[src/hdl/pti_pkg.sv]
package pti_pkg;

    localparam int FRAC_BITS = 16;
    localparam int WORD_BITS = 32;
    localparam int ELEM_BITS = 32;
    localparam int OUT_BITS  = (WORD_BITS > ELEM_BITS) ? ELEM_BITS : WORD_BITS;

    // products and sums of up to three triple products
    localparam int PROD_BITS = 98;
    localparam int COF_BITS  = 65;
    localparam int MUL_BITS  = 33;
    localparam int NUM_BITS  =
        ((2 * FRAC_BITS + COF_BITS + 1 > PROD_BITS) ? 2 * FRAC_BITS + COF_BITS + 1
                                                     : PROD_BITS) + 1;
    localparam int QUO_BITS  = OUT_BITS;
    localparam int DSH_BITS  = NUM_BITS + QUO_BITS;
    localparam int KCNT_BITS = $clog2(QUO_BITS + 1);

    localparam int NUM_ELEMS = 9;
    localparam int NUM_SLOTS = 10;
    localparam int IDX_BITS  = 4;
    localparam int PC_BITS   = 5;

    localparam logic [1:0] CMD_ISO = 2'd0;
    localparam logic [1:0] CMD_SIM = 2'd1;
    localparam logic [1:0] CMD_AFF = 2'd2;
    localparam logic [1:0] CMD_HOM = 2'd3;

    localparam logic [PC_BITS-1:0] LEN_HOM    = PC_BITS'(21);
    localparam logic [PC_BITS-1:0] LEN_PLANAR = PC_BITS'(6);
    localparam logic [PC_BITS-1:0] HOM_DET_PC = PC_BITS'(18);
    localparam logic [IDX_BITS-1:0] DET_SLOT  = IDX_BITS'(9);

    localparam logic [OUT_BITS:0] LIM_POS = (OUT_BITS + 1)'((64'd1 << (OUT_BITS - 1)) - 64'd1);
    localparam logic [OUT_BITS:0] LIM_NEG = (OUT_BITS + 1)'(64'd1 << (OUT_BITS - 1));
    localparam logic [ELEM_BITS-1:0] ONE_SAT = (FRAC_BITS >= OUT_BITS - 1)
        ? ELEM_BITS'(LIM_POS) : ELEM_BITS'(64'd1 << FRAC_BITS);

    typedef logic signed [ELEM_BITS-1:0] elem_t;
    typedef logic signed [PROD_BITS-1:0] prod_t;
    typedef logic signed [NUM_BITS-1:0]  num_t;

    typedef struct packed {
        logic [1:0] command;
        logic       full_form;
        elem_t m00;
        elem_t m01;
        elem_t m02;
        elem_t m10;
        elem_t m11;
        elem_t m12;
        elem_t m20;
        elem_t m21;
        elem_t m22;
    } in_item_t;

    typedef struct packed {
        elem_t r00;
        elem_t r01;
        elem_t r02;
        elem_t r10;
        elem_t r11;
        elem_t r12;
        elem_t r20;
        elem_t r21;
        elem_t r22;
        logic  singular;
    } out_item_t;

    typedef struct packed {
        logic [IDX_BITS-1:0] a_idx;
        logic                b_slot;
        logic [IDX_BITS-1:0] b_idx;
        logic                neg;
        logic                first;
        logic                last;
        logic [IDX_BITS-1:0] dst;
    } mac_op_t;

    typedef struct packed {
        num_t [NUM_ELEMS-1:0] num;
        num_t                 den;
        logic                 singular;
        logic                 one22;
    } job_t;

    function automatic logic [1:0] inc3(input logic [1:0] v);
        logic [1:0] r;
        case (v)
            2'd0:    r = 2'd1;
            2'd1:    r = 2'd2;
            default: r = 2'd0;
        endcase
        return r;
    endfunction

    function automatic logic [IDX_BITS-1:0] eidx(input logic [1:0] row, input logic [1:0] col);
        return IDX_BITS'(row) * IDX_BITS'(3) + IDX_BITS'(col);
    endfunction

    function automatic mac_op_t mk(input int a, input logic bs, input int b,
                                   input logic ng, input logic fi, input logic la,
                                   input int d);
        mac_op_t o;
        o.a_idx  = IDX_BITS'(a);
        o.b_slot = bs;
        o.b_idx  = IDX_BITS'(b);
        o.neg    = ng;
        o.first  = fi;
        o.last   = la;
        o.dst    = IDX_BITS'(d);
        return o;
    endfunction

    // multiply-accumulate program: element order m00 m01 m02 m10 .. m22
    function automatic mac_op_t prog_op(input logic [1:0] cmd, input logic [PC_BITS-1:0] pc);
        mac_op_t o;
        logic [3:0] cof;
        logic [1:0] i, j, r1, r2, c1, c2, k;
        o = mk(0, 1'b0, 0, 1'b0, 1'b1, 1'b1, 0);
        cof = pc[4:1];
        i = 2'd0;
        j = 2'd0;
        k = 2'(pc - HOM_DET_PC);
        if (cmd == CMD_HOM) begin
            case (cof)
                4'd0:    begin i = 2'd0; j = 2'd0; end
                4'd1:    begin i = 2'd0; j = 2'd1; end
                4'd2:    begin i = 2'd0; j = 2'd2; end
                4'd3:    begin i = 2'd1; j = 2'd0; end
                4'd4:    begin i = 2'd1; j = 2'd1; end
                4'd5:    begin i = 2'd1; j = 2'd2; end
                4'd6:    begin i = 2'd2; j = 2'd0; end
                4'd7:    begin i = 2'd2; j = 2'd1; end
                default: begin i = 2'd2; j = 2'd2; end
            endcase
            r1 = inc3(i);
            r2 = inc3(r1);
            c1 = inc3(j);
            c2 = inc3(c1);
            if (pc < HOM_DET_PC) begin
                if (!pc[0]) begin
                    o = mk(int'(eidx(r1, c1)), 1'b0, int'(eidx(r2, c2)),
                           1'b0, 1'b1, 1'b0, 0);
                end
                else begin
                    o = mk(int'(eidx(r1, c2)), 1'b0, int'(eidx(r2, c1)),
                           1'b1, 1'b0, 1'b1, int'(cof));
                end
            end
            else begin
                // determinant: row 0 against its cofactors
                o = mk(int'(k), 1'b1, int'(k), 1'b0, k == 2'd0, k == 2'd2, int'(DET_SLOT));
            end
        end
        else if (cmd == CMD_AFF) begin
            case (pc)
                5'd0:    o = mk(0, 1'b0, 4, 1'b0, 1'b1, 1'b0, 0);
                5'd1:    o = mk(1, 1'b0, 3, 1'b1, 1'b0, 1'b1, 0);
                5'd2:    o = mk(4, 1'b0, 2, 1'b0, 1'b1, 1'b0, 1);
                5'd3:    o = mk(1, 1'b0, 5, 1'b1, 1'b0, 1'b1, 1);
                5'd4:    o = mk(0, 1'b0, 5, 1'b0, 1'b1, 1'b0, 2);
                default: o = mk(3, 1'b0, 2, 1'b1, 1'b0, 1'b1, 2);
            endcase
        end
        else begin
            case (pc)
                5'd0:    o = mk(0, 1'b0, 0, 1'b0, 1'b1, 1'b0, 0);
                5'd1:    o = mk(3, 1'b0, 3, 1'b0, 1'b0, 1'b1, 0);
                5'd2:    o = mk(0, 1'b0, 2, 1'b0, 1'b1, 1'b0, 1);
                5'd3:    o = mk(3, 1'b0, 5, 1'b0, 1'b0, 1'b1, 1);
                5'd4:    o = mk(1, 1'b0, 2, 1'b0, 1'b1, 1'b0, 2);
                default: o = mk(4, 1'b0, 5, 1'b0, 1'b0, 1'b1, 2);
            endcase
        end
        return o;
    endfunction

endpackage

[src/hdl/pti_queue.sv]
module pti_queue (
    input  logic          clk,
    input  logic          rst_n,
    input  pti_pkg::job_t in_data,
    input  logic          in_valid,
    output logic          in_ready,
    output pti_pkg::job_t out_data,
    output logic          out_valid,
    input  logic          out_ready
);

    pti_pkg::job_t mem_reg [2];
    logic       wptr_reg;
    logic       rptr_reg;
    logic [1:0] count_reg;
    logic       push;
    logic       pop;

    assign in_ready  = (count_reg != 2'd2);
    assign out_valid = (count_reg != 2'd0);
    assign out_data  = mem_reg[rptr_reg];
    assign push      = in_valid && in_ready;
    assign pop       = out_valid && out_ready;

    always_ff @(posedge clk or negedge rst_n)
    begin
        if (!rst_n)
        begin
            wptr_reg  <= 1'b0;
            rptr_reg  <= 1'b0;
            count_reg <= 2'd0;
        end
        else
        begin
            if (push)
            begin
                wptr_reg <= !wptr_reg;
            end
            if (pop)
            begin
                rptr_reg <= !rptr_reg;
            end
            if (push && !pop)
            begin
                count_reg <= count_reg + 2'd1;
            end
            else if (pop && !push)
            begin
                count_reg <= count_reg - 2'd1;
            end
        end
    end

    always_ff @(posedge clk)
    begin
        if (push)
        begin
            mem_reg[wptr_reg] <= in_data;
        end
    end

endmodule

[config.mk]
export PLATFORM = sky130hd
export DESIGN_NAME = pti_queue
export DESIGN_NICKNAME = d
export VERILOG_FILES = /design/src/hdl/pti_pkg.sv /design/src/hdl/pti_queue.sv
export SDC_FILE = /design/constraint.sdc
export NUM_CORES = 1
export LEC_CHECK = 0
export ABC_AREA = 1
export BUFFER_PORTS_ARGS = -buffer_cell sky130_fd_sc_hd__buf_2
export CAP_MARGIN = 15
export CELL_PAD_IN_SITES_DETAIL_PLACEMENT = 0
export CELL_PAD_IN_SITES_GLOBAL_PLACEMENT = 1
export CORE_AREA = 2 2 781 783
export CTS_BUF_LIST = sky130_fd_sc_hd__clkbuf_8
export CTS_CLUSTER_SIZE = 20
export DETAILED_ROUTE_END_ITERATION = 8
export DIE_AREA = 0 0 783 785
export PLACE_DENSITY_LB_ADDON = 0.1
export SYNTH_ARGS = -nofsm -noshare
export SYNTH_HDL_FRONTEND = slang
export SYNTH_SLANG_ARGS = --single-unit
[constraint.sdc]
create_clock -name clk -period 43.2 [get_ports clk]
set_clock_uncertainty 0.1 [all_clocks]
set_input_delay 2.16 -clock clk [delete_from_list [all_inputs] [get_ports clk]]
set_output_delay 2.16 -clock clk [all_outputs]
set_load 0.01 [all_outputs]
-- Word level (Yosys, flattened, before mapping)
Memory sizes are Yosys's and may differ from the RTL's.
Index checks and enable logic that the tools add are counted.
- memories: 1
- output and inout port bits: 994
- word-level logic and storage cells: 21
- bits in registers: 4
- RAM bits: 1984
- memories (memory ; words ; bits a word ; rd ports ; clocked after memory_dff ; wr ports ; line ; text):
    mem_reg ; 2 ; 992 ; 1 ; 0 ; 1 ; pti_queue.sv:12 ; pti_pkg::job_t mem_reg [2];
- mux-type cells: 4
- add/sub/neg operators: 2
- reductions and logical operators: 10
- equality and inequality tests: 1
- operators with widths (kind ; count):
    1-bit logical AND ; 4
    1-bit zero test ; 4
    2-bit 2-to-1 mux ; 2
    2-bit nonzero test ; 2
    2-bit by 1-bit adder with 2-bit output (second input constant) ; 1
    1-bit 2-to-1 mux ; 2
    2-bit inequality test (second input constant) ; 1
    2-bit by 1-bit subtractor with 2-bit output (second input constant) ; 1

-- Logic depth before layout (Yosys ltp)
- word-level depth: 6
- gate-level depth with buffers: 10
- mapped depth without buffers: 10

-- Worst setup path before layout
OpenSTA, ideal clock, no wires.
- path kind: in2reg
- start point: input port in_valid
- end point: memory mem_reg[0][0] (netlist name) (enable)
- cell stages on the path: 2
- arrival time: 43.259 ns
- path slack: -2.538 ns
- path buffers: 0
- required time: 40.721 ns
- cells stage by stage: nand2_1 > nor2_1
- cells in the longest elaborated chain, start to end: 3
- RTL lines (item ; line ; text):
    start, declared ; pti_queue.sv:5 ; input logic in_valid,
    1-bit logical AND ; pti_queue.sv:22 ; assign push = in_valid && in_ready;
    1-bit 2-to-1 mux ; pti_queue.sv:56 ; if (push)
    1-bit 2-to-1 mux (not written as such) ; pti_queue.sv:58 ; mem_reg[wptr_reg] <= in_data;
    end, declared ; pti_queue.sv:12 ;
Every way passes these cells.

==> results.md <==
* Final Hold Vio Count at 0
* RSZ-0062 raised after global routing: false
* Pre-CTS setup slack at 34.95 ns
* Clock Tree Buf Depth at 4
* Gpl congestion at 0.8525
* Synthesized area per cell at 13.87 µm²
* Measured slew at the worst slew-check pin at 1.585 ns
* Clock transition at path regs at 0.05 ns
* Drt initial violations at 3,233
* Worst EP arrival at 6.84 ns
* CP required at 40.94 ns
* First-pass GRT wire length at 561,900 µm
* Max reg flops at 1,984
* Core footprint at 0.6055 mm²
* Max FO, Critical Path at 72
* Via count at 51,531
* FMAX at 0.1099 GHz
* Final Instance Count excl. Fillers at 15,898
* Failing checks: max-slew violations
* Max-Cap Viols at 0
* Synth Area in XOR/XNOR at 0.02424%
* Slew Limit Fails at 73
* Setup TNS at 0 ns
* R2r startpoint: count_reg[0]
* Post-CTS Hold Buffers at 0
* Post-Synth Adder-Cell Area at 0.01731%
* Period minus WS final at 9.098 ns
* Clock sinks at 1,988
* Reg-to-reg endpoint: mem_reg[1][543]
* CP startpoint: rptr_reg
* Compound-Gate Fraction of Synth Area at 0%
* Overall Global Routing Usage at 13.93%
* Die width at 783 µm
* Hold_sp: count_reg[0]
* Pre-antenna DRT Iters at 5
* VDD IR-drop max at 0.05240 mV
* Relative slew slack at -5.693%
* Post-synthesis cell type count at 15
* Routed len/inst at 28.24 µm
* Leakage at 40.08 nW
* Initial antenna violation count at 519
* WS Path Type: reg2out
* Tcrit/Tclk final at 21.06%
* Final nets at 8,453
* Post-Synthesis Cell Area at 0.07227 mm²
* Chip height at 785 µm
* Pwr dens at 74.24 mW/mm²
* Area Growth Syn to Fin at 37.35%
* Postcts setup bufs at 0
* Later-pin clock latency in the skew report at 1.10 ns
* Largest family of logic cells by synthesized area: simple AND/OR/NAND/NOR gates
* FILL cells at 67,428
* Final setup viols at 0
* Mux cell area share after synthesis at 0%
* Num CTS Buffers at 414
* Seq/Total Area, Yosys at 82.57%
* R2R depth at 9
* Detail Route Antenna Nets at 0
* Crit end category: output pin
* Count of warnings emitted by yosys at 0
* Synth Register Bits at 1,988
* Starting Density at 11.94%
* Final worst setup slack at 34.10 ns
* Post-CTS resize count at 0
* FF-to-FF setup slack at 36.80 ns
* Placed instance count at 15,104
* Io pins at 1,990
* Vias in the first global route at 51,052
* DR vias/cell at 3.241
* GRT overflow at 0
* Drt drc at 0
* IO Port Bufs at 1,989
* Simple-gate share of the synthesized area at 15.54%
* DIE AREA at 0.6147 mm²
* Row count at 286
* Critical Path End: out_data[550]
* CTS tree: done
* Fraction of layout cells with a size suffix above 1 at 32.65%
* Dpl hpwl at 348,200 µm
* Detailed-route wire length at 449,000 µm
* Hold WC Path Type: reg2reg
* H-tree depth at 5
* Largest net degree at the start of global routing at 151
* Synthesized Nets at 6,207
* CTS root buf: clkbuf_8
* CP Launch Type: flip-flop
* Status: finished with violations
* Mapped Cells at 5,210
==> cell families after synthesis <==
family                     Yosys count
xor gates and xnor gates             2
adders and majority gates            1
buffers and inverters              228
DFF                               1988
and+or+nand+nor                   2991
==> where the power goes <==
group	switching [W]	internal [W]
registers	0.000117	0.00264
clock network	0.000933	0.000955
logic	0.00211	0.000611
total	0.00316	0.00421
==> cell type report <==
type | instances | area [µm²] | area share [%]
inverter | 7 | 33.78 | 0.03403
multi-input combinational | 2994 | 11280 | 11.36
clock inverter | 296 | 1682 | 1.694
clock buffer | 417 | 5739 | 5.781
sequential | 1988 | 59680 | 60.12
tap | 8064 | 10090 | 10.16
antenna | 81 | 202.7 | 0.2042
timing repair buffer | 2051 | 10570 | 10.64
==> per-layer routing <==
metal	track usage, %	part of all wire [%]
met2	25.21	50
met3	5.837	9.5
met5	0	0.27
met4	3.261	3.3
met1	14.99	37
==> Yosys cell counts <==
cell type  count  area share, %
nor2_1         2          0.010
buf_6          7           0.11
ha_1           1          0.017
buf_4         59           0.61
buf_8          1          0.021
xor2_1         1          0.012
inv_1          6          0.031
buf_2        154            1.1
inv_2          1         0.0052
nand4_1        1         0.0087
xnor2_1        1          0.012
dfrtp_1        4           0.14
nand2_1     2986             16
nand3_1        2          0.014
edfxtp_1    1984             82
==> critical path, stage by stage (launching register included) <==
cell and delay, ns:
dfrtp_4 0.66, inv_8 0.40, buf_4 0.69, buf_4 0.83
buf_4 0.78, buf_4 0.68, buf_4 0.73, nand2_1 0.12
nand2_1 0.11, buf_2 0.14
==> per-stage QoR <==
step                hold WS, ns  area, µm²  util (%)  power [W]
global route             0.4444      99120     16.37   0.007835
floorplan                0.3625      72270         -   0.004752
detailed placement       0.3884      91650     15.14   0.005682
finish                   0.3977      99270     16.40   0.007370
CTS                      0.4005      99070     16.36   0.007663
global placement         0.3868      91620     15.13   0.005700
==> worst min path at each step <==
stage                               to  slack, ns  cells past startpoint
final                     count_reg[0]       0.40                      1
after global routing      count_reg[0]       0.44                      1
after CTS                 count_reg[0]       0.40                      1
after detailed placement  count_reg[0]       0.39                      1
after global placement    count_reg[0]       0.39                      1
after floorplan           count_reg[1]       0.36                      2
==> layout by cell type (no fill, tap or decap), types with 2 or more instances in the layout <==
master,count
buf_12,10
buf_2,1989
buf_4,51
bufinv_16,10
clkbuf_8,417
clkinv_1,73
clkinv_16,2
clkinv_2,24
clkinv_8,4
clkinvlp_4,3
dfrtp_1,3
diode_2,81
edfxtp_1,1984
inv_1,170
inv_12,6
inv_16,3
inv_6,5
inv_8,3
nand2_1,2986
nand3_1,2
nor2_4,2
Power figures use the tool's default switching activity.
