`config.mk`:
```
export PLATFORM = sky130hd
export DESIGN_NAME = pti_back_flat
export DESIGN_NICKNAME = d
export VERILOG_FILES = /design/src/hdl/pti_pkg.sv /design/src/hdl/pti_out_if.sv /design/src/hdl/pti_back.sv /design/src/flat_wrapper.sv
export SDC_FILE = /design/constraint.sdc
export NUM_CORES = 2
export LEC_CHECK = 0
export BUFFER_PORTS_ARGS = -buffer_cell sky130_fd_sc_hd__buf_2
export CAP_MARGIN = 10
export CELL_PAD_IN_SITES_DETAIL_PLACEMENT = 0
export CELL_PAD_IN_SITES_GLOBAL_PLACEMENT = 1
export CORE_AREA = 2 2 501 503
export DETAILED_ROUTE_END_ITERATION = 8
export DIE_AREA = 0 0 503 505
export PLACE_DENSITY_LB_ADDON = 0.08
export SLEW_MARGIN = 20
export SYNTH_ARGS = -nofsm -noshare
export SYNTH_HDL_FRONTEND = slang
export SYNTH_SLANG_ARGS = --single-unit
```
`constraint.sdc`:
```
create_clock -name clk -period 136.1 [get_ports clk]
set_input_delay 40.83 -clock clk [delete_from_list [all_inputs] [get_ports clk]]
set_output_delay 40.83 -clock clk [all_outputs]
set_load 0.05 [all_outputs]
```
`src/hdl/pti_pkg.sv`:
```
package pti_pkg;

    localparam int FRAC_BITS = 16;
    localparam int WORD_BITS = 32;
    localparam int ELEM_BITS = 32;
    localparam int OUT_BITS  = (WORD_BITS > ELEM_BITS) ? ELEM_BITS : WORD_BITS;

    // products and sums of up to three triple products
    localparam int PROD_BITS = 98;
    localparam int COF_BITS  = 65;
    localparam int MUL_BITS  = 33;
    localparam int NUM_BITS  =
        ((2 * FRAC_BITS + COF_BITS + 1 > PROD_BITS) ? 2 * FRAC_BITS + COF_BITS + 1
                                                     : PROD_BITS) + 1;
    localparam int QUO_BITS  = OUT_BITS;
    localparam int DSH_BITS  = NUM_BITS + QUO_BITS;
    localparam int KCNT_BITS = $clog2(QUO_BITS + 1);

    localparam int NUM_ELEMS = 9;
    localparam int NUM_SLOTS = 10;
    localparam int IDX_BITS  = 4;
    localparam int PC_BITS   = 5;

    localparam logic [1:0] CMD_ISO = 2'd0;
    localparam logic [1:0] CMD_SIM = 2'd1;
    localparam logic [1:0] CMD_AFF = 2'd2;
    localparam logic [1:0] CMD_HOM = 2'd3;

    localparam logic [PC_BITS-1:0] LEN_HOM    = PC_BITS'(21);
    localparam logic [PC_BITS-1:0] LEN_PLANAR = PC_BITS'(6);
    localparam logic [PC_BITS-1:0] HOM_DET_PC = PC_BITS'(18);
    localparam logic [IDX_BITS-1:0] DET_SLOT  = IDX_BITS'(9);

    localparam logic [OUT_BITS:0] LIM_POS = (OUT_BITS + 1)'((64'd1 << (OUT_BITS - 1)) - 64'd1);
    localparam logic [OUT_BITS:0] LIM_NEG = (OUT_BITS + 1)'(64'd1 << (OUT_BITS - 1));
    localparam logic [ELEM_BITS-1:0] ONE_SAT = (FRAC_BITS >= OUT_BITS - 1)
        ? ELEM_BITS'(LIM_POS) : ELEM_BITS'(64'd1 << FRAC_BITS);

    typedef logic signed [ELEM_BITS-1:0] elem_t;
    typedef logic signed [PROD_BITS-1:0] prod_t;
    typedef logic signed [NUM_BITS-1:0]  num_t;

    typedef struct packed {
        logic [1:0] command;
        logic       full_form;
        elem_t m00;
        elem_t m01;
        elem_t m02;
        elem_t m10;
        elem_t m11;
        elem_t m12;
        elem_t m20;
        elem_t m21;
        elem_t m22;
    } in_item_t;

    typedef struct packed {
        elem_t r00;
        elem_t r01;
        elem_t r02;
        elem_t r10;
        elem_t r11;
        elem_t r12;
        elem_t r20;
        elem_t r21;
        elem_t r22;
        logic  singular;
    } out_item_t;

    typedef struct packed {
        logic [IDX_BITS-1:0] a_idx;
        logic                b_slot;
        logic [IDX_BITS-1:0] b_idx;
        logic                neg;
        logic                first;
        logic                last;
        logic [IDX_BITS-1:0] dst;
    } mac_op_t;

    typedef struct packed {
        num_t [NUM_ELEMS-1:0] num;
        num_t                 den;
        logic                 singular;
        logic                 one22;
    } job_t;

    function automatic logic [1:0] inc3(input logic [1:0] v);
        logic [1:0] r;
        case (v)
            2'd0:    r = 2'd1;
            2'd1:    r = 2'd2;
            default: r = 2'd0;
        endcase
        return r;
    endfunction

    function automatic logic [IDX_BITS-1:0] eidx(input logic [1:0] row, input logic [1:0] col);
        return IDX_BITS'(row) * IDX_BITS'(3) + IDX_BITS'(col);
    endfunction

    function automatic mac_op_t mk(input int a, input logic bs, input int b,
                                   input logic ng, input logic fi, input logic la,
                                   input int d);
        mac_op_t o;
        o.a_idx  = IDX_BITS'(a);
        o.b_slot = bs;
        o.b_idx  = IDX_BITS'(b);
        o.neg    = ng;
        o.first  = fi;
        o.last   = la;
        o.dst    = IDX_BITS'(d);
        return o;
    endfunction

    // multiply-accumulate program: element order m00 m01 m02 m10 .. m22
    function automatic mac_op_t prog_op(input logic [1:0] cmd, input logic [PC_BITS-1:0] pc);
        mac_op_t o;
        logic [3:0] cof;
        logic [1:0] i, j, r1, r2, c1, c2, k;
        o = mk(0, 1'b0, 0, 1'b0, 1'b1, 1'b1, 0);
        cof = pc[4:1];
        i = 2'd0;
        j = 2'd0;
        k = 2'(pc - HOM_DET_PC);
        if (cmd == CMD_HOM) begin
            case (cof)
                4'd0:    begin i = 2'd0; j = 2'd0; end
                4'd1:    begin i = 2'd0; j = 2'd1; end
                4'd2:    begin i = 2'd0; j = 2'd2; end
                4'd3:    begin i = 2'd1; j = 2'd0; end
                4'd4:    begin i = 2'd1; j = 2'd1; end
                4'd5:    begin i = 2'd1; j = 2'd2; end
                4'd6:    begin i = 2'd2; j = 2'd0; end
                4'd7:    begin i = 2'd2; j = 2'd1; end
                default: begin i = 2'd2; j = 2'd2; end
            endcase
            r1 = inc3(i);
            r2 = inc3(r1);
            c1 = inc3(j);
            c2 = inc3(c1);
            if (pc < HOM_DET_PC) begin
                if (!pc[0]) begin
                    o = mk(int'(eidx(r1, c1)), 1'b0, int'(eidx(r2, c2)),
                           1'b0, 1'b1, 1'b0, 0);
                end
                else begin
                    o = mk(int'(eidx(r1, c2)), 1'b0, int'(eidx(r2, c1)),
                           1'b1, 1'b0, 1'b1, int'(cof));
                end
            end
            else begin
                // determinant: row 0 against its cofactors
                o = mk(int'(k), 1'b1, int'(k), 1'b0, k == 2'd0, k == 2'd2, int'(DET_SLOT));
            end
        end
        else if (cmd == CMD_AFF) begin
            case (pc)
                5'd0:    o = mk(0, 1'b0, 4, 1'b0, 1'b1, 1'b0, 0);
                5'd1:    o = mk(1, 1'b0, 3, 1'b1, 1'b0, 1'b1, 0);
                5'd2:    o = mk(4, 1'b0, 2, 1'b0, 1'b1, 1'b0, 1);
                5'd3:    o = mk(1, 1'b0, 5, 1'b1, 1'b0, 1'b1, 1);
                5'd4:    o = mk(0, 1'b0, 5, 1'b0, 1'b1, 1'b0, 2);
                default: o = mk(3, 1'b0, 2, 1'b1, 1'b0, 1'b1, 2);
            endcase
        end
        else begin
            case (pc)
                5'd0:    o = mk(0, 1'b0, 0, 1'b0, 1'b1, 1'b0, 0);
                5'd1:    o = mk(3, 1'b0, 3, 1'b0, 1'b0, 1'b1, 0);
                5'd2:    o = mk(0, 1'b0, 2, 1'b0, 1'b1, 1'b0, 1);
                5'd3:    o = mk(3, 1'b0, 5, 1'b0, 1'b0, 1'b1, 1);
                5'd4:    o = mk(1, 1'b0, 2, 1'b0, 1'b1, 1'b0, 2);
                default: o = mk(4, 1'b0, 5, 1'b0, 1'b0, 1'b1, 2);
            endcase
        end
        return o;
    endfunction

endpackage

```
`src/hdl/pti_out_if.sv`:
```
interface pti_out_if;
    logic               valid;
    logic               ready;
    pti_pkg::out_item_t data;

    modport source(output valid, output data, input ready);
    modport sink(input valid, input data, output ready);
endinterface

```
`src/hdl/pti_back.sv`:
```
module pti_back (
    input  logic          clk,
    input  logic          rst_n,
    input  pti_pkg::job_t job,
    input  logic          job_valid,
    output logic          job_ready,
    pti_out_if.source     result
);

    localparam logic [2:0] BS_IDLE   = 3'd0;
    localparam logic [2:0] BS_LOAD   = 3'd1;
    localparam logic [2:0] BS_STEP   = 3'd2;
    localparam logic [2:0] BS_ROUND  = 3'd3;
    localparam logic [2:0] BS_FINISH = 3'd4;

    localparam logic [pti_pkg::IDX_BITS-1:0] LAST_ELEM = pti_pkg::IDX_BITS'(8);

    logic [2:0] state_reg;
    pti_pkg::job_t job_reg;
    logic [pti_pkg::IDX_BITS-1:0]  elem_reg;
    logic [pti_pkg::NUM_BITS-1:0]  rem_reg;
    logic [pti_pkg::NUM_BITS-1:0]  ud_reg;
    logic [pti_pkg::DSH_BITS-1:0]  dsh_reg;
    logic [pti_pkg::QUO_BITS-1:0]  q_reg;
    logic [pti_pkg::KCNT_BITS-1:0] k_reg;
    logic                          ovf_reg;
    logic                          neg_reg;
    pti_pkg::elem_t                res_reg [pti_pkg::NUM_ELEMS];
    logic                          sing_reg;
    logic                          out_valid_reg;
    pti_pkg::out_item_t            out_reg;

    pti_pkg::num_t                 n_cur;
    logic [pti_pkg::NUM_BITS-1:0]  un;
    logic [pti_pkg::NUM_BITS-1:0]  ud;
    logic                          ge;
    logic                          rnd;
    logic [pti_pkg::QUO_BITS:0]    mag;
    logic [pti_pkg::QUO_BITS:0]    lim;
    logic [pti_pkg::QUO_BITS:0]    sel;
    logic [pti_pkg::ELEM_BITS:0]   selx;
    pti_pkg::elem_t                rval;
    logic                          out_free;

    assign job_ready     = (state_reg == BS_IDLE);
    assign result.valid  = out_valid_reg;
    assign result.data   = out_reg;
    assign out_free      = !out_valid_reg || result.ready;

    always_comb
    begin
        n_cur = job_reg.num[elem_reg];
        un    = n_cur[pti_pkg::NUM_BITS-1] ? pti_pkg::NUM_BITS'(-n_cur)
                                           : pti_pkg::NUM_BITS'(n_cur);
        ud    = job_reg.den[pti_pkg::NUM_BITS-1] ? pti_pkg::NUM_BITS'(-job_reg.den)
                                                 : pti_pkg::NUM_BITS'(job_reg.den);
        ge    = pti_pkg::DSH_BITS'(rem_reg) >= dsh_reg;
        // round half away from zero: twice the remainder against the divisor
        rnd   = {rem_reg, 1'b0} >= {1'b0, ud_reg};
        mag   = (pti_pkg::QUO_BITS + 1)'(q_reg) + (pti_pkg::QUO_BITS + 1)'(rnd);
        lim   = neg_reg ? pti_pkg::LIM_NEG : pti_pkg::LIM_POS;
        sel   = (ovf_reg || (mag > lim)) ? lim : mag;
        selx  = (pti_pkg::ELEM_BITS + 1)'(sel);
        rval  = neg_reg ? pti_pkg::ELEM_BITS'(-selx) : pti_pkg::ELEM_BITS'(selx);
        if (job_reg.one22 && (elem_reg == LAST_ELEM))
        begin
            rval = pti_pkg::ONE_SAT;
        end
    end

    always_ff @(posedge clk or negedge rst_n)
    begin
        if (!rst_n)
        begin
            state_reg     <= BS_IDLE;
            out_valid_reg <= 1'b0;
        end
        else
        begin
            case (state_reg)
                BS_IDLE:
                begin
                    if (job_valid)
                    begin
                        state_reg <= job.singular ? BS_FINISH : BS_LOAD;
                    end
                end
                BS_LOAD:
                begin
                    state_reg <= BS_STEP;
                end
                BS_STEP:
                begin
                    if (k_reg == '0)
                    begin
                        state_reg <= BS_ROUND;
                    end
                end
                BS_ROUND:
                begin
                    state_reg <= (elem_reg == LAST_ELEM) ? BS_FINISH : BS_LOAD;
                end
                BS_FINISH:
                begin
                    if (out_free)
                    begin
                        state_reg <= BS_IDLE;
                    end
                end
                default:
                begin
                    state_reg <= BS_IDLE;
                end
            endcase
            if ((state_reg == BS_FINISH) && out_free)
            begin
                out_valid_reg <= 1'b1;
            end
            else if (result.ready)
            begin
                out_valid_reg <= 1'b0;
            end
        end
    end

    always_ff @(posedge clk)
    begin
        case (state_reg)
            BS_IDLE:
            begin
                job_reg  <= job;
                sing_reg <= job.singular;
                elem_reg <= '0;
                if (job.singular)
                begin
                    for (int i = 0; i < pti_pkg::NUM_ELEMS; i++)
                    begin
                        res_reg[i] <= '0;
                    end
                end
            end
            BS_LOAD:
            begin
                rem_reg <= un;
                ud_reg  <= ud;
                dsh_reg <= pti_pkg::DSH_BITS'(ud) << pti_pkg::QUO_BITS;
                q_reg   <= '0;
                k_reg   <= pti_pkg::KCNT_BITS'(pti_pkg::QUO_BITS);
                ovf_reg <= 1'b0;
                neg_reg <= n_cur[pti_pkg::NUM_BITS-1] != job_reg.den[pti_pkg::NUM_BITS-1];
            end
            BS_STEP:
            begin
                if (k_reg == pti_pkg::KCNT_BITS'(pti_pkg::QUO_BITS))
                begin
                    // quotient would not fit the result word
                    ovf_reg <= ge;
                end
                else
                begin
                    q_reg <= {q_reg[pti_pkg::QUO_BITS-2:0], ge};
                    if (ge)
                    begin
                        rem_reg <= rem_reg - dsh_reg[pti_pkg::NUM_BITS-1:0];
                    end
                end
                dsh_reg <= dsh_reg >> 1;
                k_reg   <= k_reg - pti_pkg::KCNT_BITS'(1);
            end
            BS_ROUND:
            begin
                res_reg[elem_reg] <= rval;
                elem_reg <= elem_reg + pti_pkg::IDX_BITS'(1);
            end
            default:
            begin
                if ((state_reg == BS_FINISH) && out_free)
                begin
                    out_reg.r00      <= res_reg[0];
                    out_reg.r01      <= res_reg[1];
                    out_reg.r02      <= res_reg[2];
                    out_reg.r10      <= res_reg[3];
                    out_reg.r11      <= res_reg[4];
                    out_reg.r12      <= res_reg[5];
                    out_reg.r20      <= res_reg[6];
                    out_reg.r21      <= res_reg[7];
                    out_reg.r22      <= res_reg[8];
                    out_reg.singular <= sing_reg;
                end
            end
        endcase
    end

endmodule

```
`src/flat_wrapper.sv`:
```
// flat-port wrapper written by rule: the top's interface ports become plain ports
module pti_back_flat 
  (clk, rst_n, job, job_valid, job_ready, result_valid, result_data, result_ready);
  pti_out_if result_i ();
  input  logic clk;
  input  logic rst_n;
  input  pti_pkg::job_t job;
  input  logic job_valid;
  output logic job_ready;
  output wire logic [$bits(result_i.valid)-1:0] result_valid;
  output wire logic [$bits(result_i.data)-1:0] result_data;
  input wire logic [$bits(result_i.ready)-1:0] result_ready;
  assign result_valid = result_i.valid;
  assign result_data = result_i.data;
  assign result_i.ready = result_ready;
  pti_back u_core (.clk(clk), .rst_n(rst_n), .job(job), .job_valid(job_valid), .job_ready(job_ready), .result(result_i));
endmodule
```
# After elaboration in Yosys (flattened, before gate mapping)
# Memory sizes are Yosys's and may differ from the RTL's. A register that Yosys moved wholly into a read port is not among the register bits.
# Index checks and enable logic that the tools add are counted.
[totals] in_bits=996 out_inout_bits=291 regBits=1370 romBits=0 ramBits=288 memories=1 latchBits=0
[op_classes] addsub=7 n_mux=34 shifts=0 n_mul=0 order_cmp=4 eq_ne=13 bitwise=1 reduce_logical=17 n_div=0
[mem_list] name="u_core.res_reg" depth=9 word_bits=32 read_ports=9 rd_clocked_by_memory_dff=9 write_ports=9 line="pti_back.sv:28" source="pti_pkg::elem_t res_reg [pti_pkg::NUM_ELEMS];"
[op_table] operator="$mux W99" count=5
[op_table] operator="$bmux W99 S4" count=1
[op_table] operator="$pmux W131 S2" count=1
[op_table] operator="$neg A99 Y99" count=2
[op_table] operator="$pmux W99 S2" count=1
[op_table] operator="$mux W32" count=6
[op_table] operator="$ge A99 B131 Y1" count=1
[op_table] operator="$ge A100 B99 Y1" count=1
[op_table] operator="$sub A99 B99 Y99" count=1
[op_table] operator="$pmux W32 S2" count=1
[op_table] operator="$add A32 B1 Y33" count=1
[op_table] operator="$gt A33 B32 Y1" count=1
[op_table] operator="$neg A32 Y32" count=1
[op_table] operator="$reduce_or A32 Y1" count=1
[op_table] operator="$mux W3" count=5
[op_table] operator="$pmux W3 S5" count=1
[op_table] operator="$pmux W6 S2" count=1
[op_table] operator="$mux W1" count=9
[op_table] operator="$ne A2 B1 Y1 const B" count=4
[op_table] operator="$pmux W4 S2" count=1
[op_table] operator="$eq A3 B2 Y1 const B" count=2
[op_table] operator="$eq A6 B6 Y1 const B" count=1
[op_table] operator="$logic_not A6 Y1" count=1
[op_table] operator="$reduce_and A2 Y1" count=3
[op_table] operator="18 further kinds" count=24

# Depth between registers and ports, before layout
[depth] depth_word=9 mapped_depth=41

# Worst setup path before layout
# No wires, ideal clock.
[synth_timing] kind="reg2out" startpoint="register u_core.state_reg[1]" endpoint="output job_ready" arrival_ns=68.380 setup_slack_ns=26.890 path_buffers=0 stages_incl_launch_ff=2 cell_sequence="dfrtp_1 > nor3_1"
[synth_between] elab_chain_cells=1
[synth_lines] item="from (decl)" line="pti_back.sv:18" source="logic [2:0] state_reg;"
[synth_lines] item="from (signal assigned)" line="pti_back.sv:85" source="state_reg <= job.singular ? BS_FINISH : BS_LOAD;"
[synth_lines] item="from (signal assigned)" line="pti_back.sv:101" source="state_reg <= (elem_reg == LAST_ELEM) ? BS_FINISH : BS_LOAD;"
[synth_lines] item="$logic_not A3 Y1" line="pti_back.sv:45" source="assign job_ready = (state_reg == BS_IDLE);"
[synth_lines] item="to (decl)" line="flat_wrapper.sv:9" source="output logic job_ready;"
# No other way between the ends.

# Final worst setup path
[layout_timing] startpoint="register u_core.state_reg[0]" endpoint="output job_ready"
# Same word-level chain as after synthesis.

==> reports/metrics.yaml <==
clock_tree:
  cts_hold_buf: 0
  htreeDepth: 4
  cts_resized: 0
  numCtsBuffers: 211
  cts_tree: "done"
  cts_setup_buffers: 0
  cts.sinks: 1946
  clkSlewWorstSetupHoldPaths_ps: 60
  insertion_delay_ps: 890
  root_buffer: "clkbuf_16"
  clock_path_buffers: 3
global_route:
  antenna_found_initial: 330
  grt-ovfl-total: 0
  grt_pass1_vias: 57252
  grt_pass1_wl_mm: 463.1
  grt_start_max_net_pins: 180
  grt_use_total_pct: 26.22
place:
  io_buffers: 1286
  place_ws_ps: 91700
  gp_congestion: 0.9108
  dpl.hpwl_mm: 263.3
  place_area_um2: 96720
synth:
  syn_area_per_cell_um2: 13.59
  synthCells: 6358
  yosysSeqAreaShare_pct: 67.58
  syn_area_um2: 86440
  ys.flop_type: "edfxtp_1"
  synth_cell_types: 93
  synth_nets: 7595
  yosys_warnings: 0
  synth_seq_cells: 1946
  synthArstFlopShare_pct: 0.2055
  synth-edff-count: 1942
die:
  io-pin-count: 1287
  coreArea_um2: 248200
  start_util_pct: 34.82
  fp.dieH_um: 505
  dieArea_um2: 254000
  die_width_um: 503
  rows: 183
sta:
  fmax_mhz: 23.02
  tns_ps: 0
  grt_setup_unrepaired: "no"
  setup_viol: 0
  slew_headroom_pct: 25.34
  final_max_slew_viol_count: 0
  max_slew.worst_pin.slew_ps: 1116
  fin_crit_sh_pct: 31.92
  fin_crit_ps: 43440
  finalWorstSetupSlack_ps: 92660
  fin_hold_ws_ps: 403.6
  final-hold-violation-count: 0
  clock_skew_ps: 61.44
drt:
  viasPerCell: 5.291
  drt_wl_total_mm: 342.6
  wl_per_cell_um: 30.50
  drtIter0Drc: 6469
  dr.pass1.iters: 5
  vias: 59432
  ant_nets: 0
  drc: 0
layout:
  nets: 8880
  fillers: 23551
  fin_area_um2: 103900
  largest_register_ffs: 991
  area_growth_pct: 20.15
  drive_above_1_share_pct: 22.87
status:
  status: "completed"
worst_hold_path:
  worst_hold_path_type: "reg -> reg"
setup_path:
  arrival_ps: 2610
  endpoint_kind: "primary output"
  startpoint_type: "flop"
  required_ps: 95270
  crit_type: "reg -> out"
  path_max_fanout: 9
power:
  p_leak_nw: 39.62
  power_density_nw_per_um2: 30.19
  vdd_drop_max_v: 0.00002289
job:
  cap_violations: 0
metrics by stage:
stage               total power, W  instances  utilization (%)
finish                    0.003136      11233            41.84
detailed placement        0.002562      10759            38.97
global placement          0.002551      10759            38.96
CTS                       0.003150      11139            41.73
global route              0.003306      11174            41.78
floorplan                 0.002434       6358                -
metal layers:
layer / GRT usage, % / vias up / part of all wire (%)
li1: - / 26676 / -
met1: 36.21 / 29401 / 44
met2: 41.16 / 2438 / 46
met3: 6.507 / 749 / 7.6
met4: 6.627 / 168 / 2.7
met5: 0 / - / 0.29
final timing paths:
check | startpoint | endpoint | slack (ps) | depth (start not counted)
max | u_core.state_reg[0] | job_ready | 92660 | 2
max reg2reg | u_core.rem_reg[91] | u_core.res_reg[1][28] | 125550 | 39
max in group asynchronous | rst_n | u_core.state_reg[0] | 96150 | 1
min | u_core.res_reg[1][24] | result_data[249] | 400 | 0
min reg2reg | u_core.res_reg[1][24] | result_data[249] | 400 | 0
min in group asynchronous | rst_n | u_core.result.valid | 39780 | 1
synth_stat cells, types with 51 or more instances:
| library cell | number | share of area, % |
|---|---|---|
| o21ai_0 | 219 | 1.3 |
| xnor2_1 | 221 | 2.2 |
| o221ai_1 | 141 | 1.4 |
| mux2i_1 | 361 | 4.2 |
| clkbuf_1 | 210 | 0.91 |
| and2_1 | 57 | 0.41 |
| nor3_1 | 54 | 0.31 |
| nand4_1 | 91 | 0.66 |
| xor2_1 | 91 | 0.92 |
| ha_1 | 240 | 3.5 |
| buf_2 | 58 | 0.34 |
| o21ai_1 | 67 | 0.39 |
| a21oi_1 | 385 | 2.2 |
| nor2_1 | 648 | 2.8 |
| nand2_1 | 264 | 1.1 |
| and3_1 | 51 | 0.37 |
| edfxtp_1 | 1942 | 67 |
| nand3_1 | 150 | 0.87 |
| inv_1 | 323 | 1.4 |
| a21o_1 | 115 | 1.0 |
report_power, final:
group	internal (W)	switching, W	total (W)
sequential	0.00101	0.000129	0.00114
clock	0.000327	0.000251	0.000578
combinational	0.000423	0.000996	0.00142
cell usage in the layout, fill, tap and decap left out, types with 16 or more instances in the layout:
cell type | Yosys | layout
a31oi_1 | 37 | 37
nor3_1 | 54 | 52
nand3_1 | 150 | 150
a211oi_1 | 28 | 28
nand2_1 | 264 | 259
mux2i_1 | 361 | 361
o221ai_1 | 141 | 141
mux2_2 | 31 | 31
a21oi_1 | 385 | 383
o21ai_0 | 219 | 218
clkinv_2 | 0 | 41
and2_1 | 57 | 57
nor2b_1 | 44 | 43
nor4_1 | 35 | 34
buf_4 | 12 | 86
edfxtp_1 | 1942 | 1942
nand2b_1 | 34 | 32
nand4_1 | 91 | 91
o31ai_1 | 43 | 43
nor2_1 | 648 | 647
ha_1 | 240 | 240
o41ai_1 | 16 | 16
diode_2 | 0 | 93
o21bai_1 | 22 | 22
o21a_1 | 19 | 19
or3_1 | 38 | 37
bufinv_16 | 0 | 21
clkinv_1 | 0 | 46
or4_1 | 20 | 20
a21o_1 | 115 | 115
xor2_1 | 91 | 91
xnor2_1 | 221 | 221
and3_1 | 51 | 50
o22ai_1 | 28 | 26
inv_1 | 323 | 322
o211ai_1 | 24 | 24
clkbuf_1 | 210 | 39
clkbuf_16 | 0 | 213
o21ai_1 | 67 | 61
buf_2 | 58 | 1286
final cells by class:
type,count,area (um2),share of cell area [%]
Antenna cell,93,232.7,0.2241
Clock buffer,252,5477,5.273
Clock inverter,128,1373,1.322
Inverter,328,1232,1.187
Multi-Input combinational cell,3773,25660,24.71
Sequential cell,1946,58420,56.25
Tap cell,3330,4167,4.012
Timing Repair Buffer,1383,7292,7.022
cell families (layout without fill, tap and decap cells):
| family | Yosys count | after routing | share of synthesized area [%] |
|---|---|---|---|
| other | 0 | 93 | 0 |
| buffers and inverters | 639 | 2091 | 2.920 |
| AND/OR/NAND/NOR | 1548 | 1548 | 8.441 |
| adder cells (fa/ha/maj) | 241 | 241 | 3.497 |
| XOR/XNOR | 312 | 312 | 3.161 |
| flip-flops | 1946 | 1946 | 67.58 |
| multiplexers | 413 | 413 | 5.001 |
| AO/OA/AOI/OAI | 1259 | 1259 | 9.397 |
critical path: stages, from the launching register on:
cell and delay [ps]:
dfrtp_1 470, nor3_2 850, buf_2 420
No activity file was read; power rests on OpenSTA's default activity.
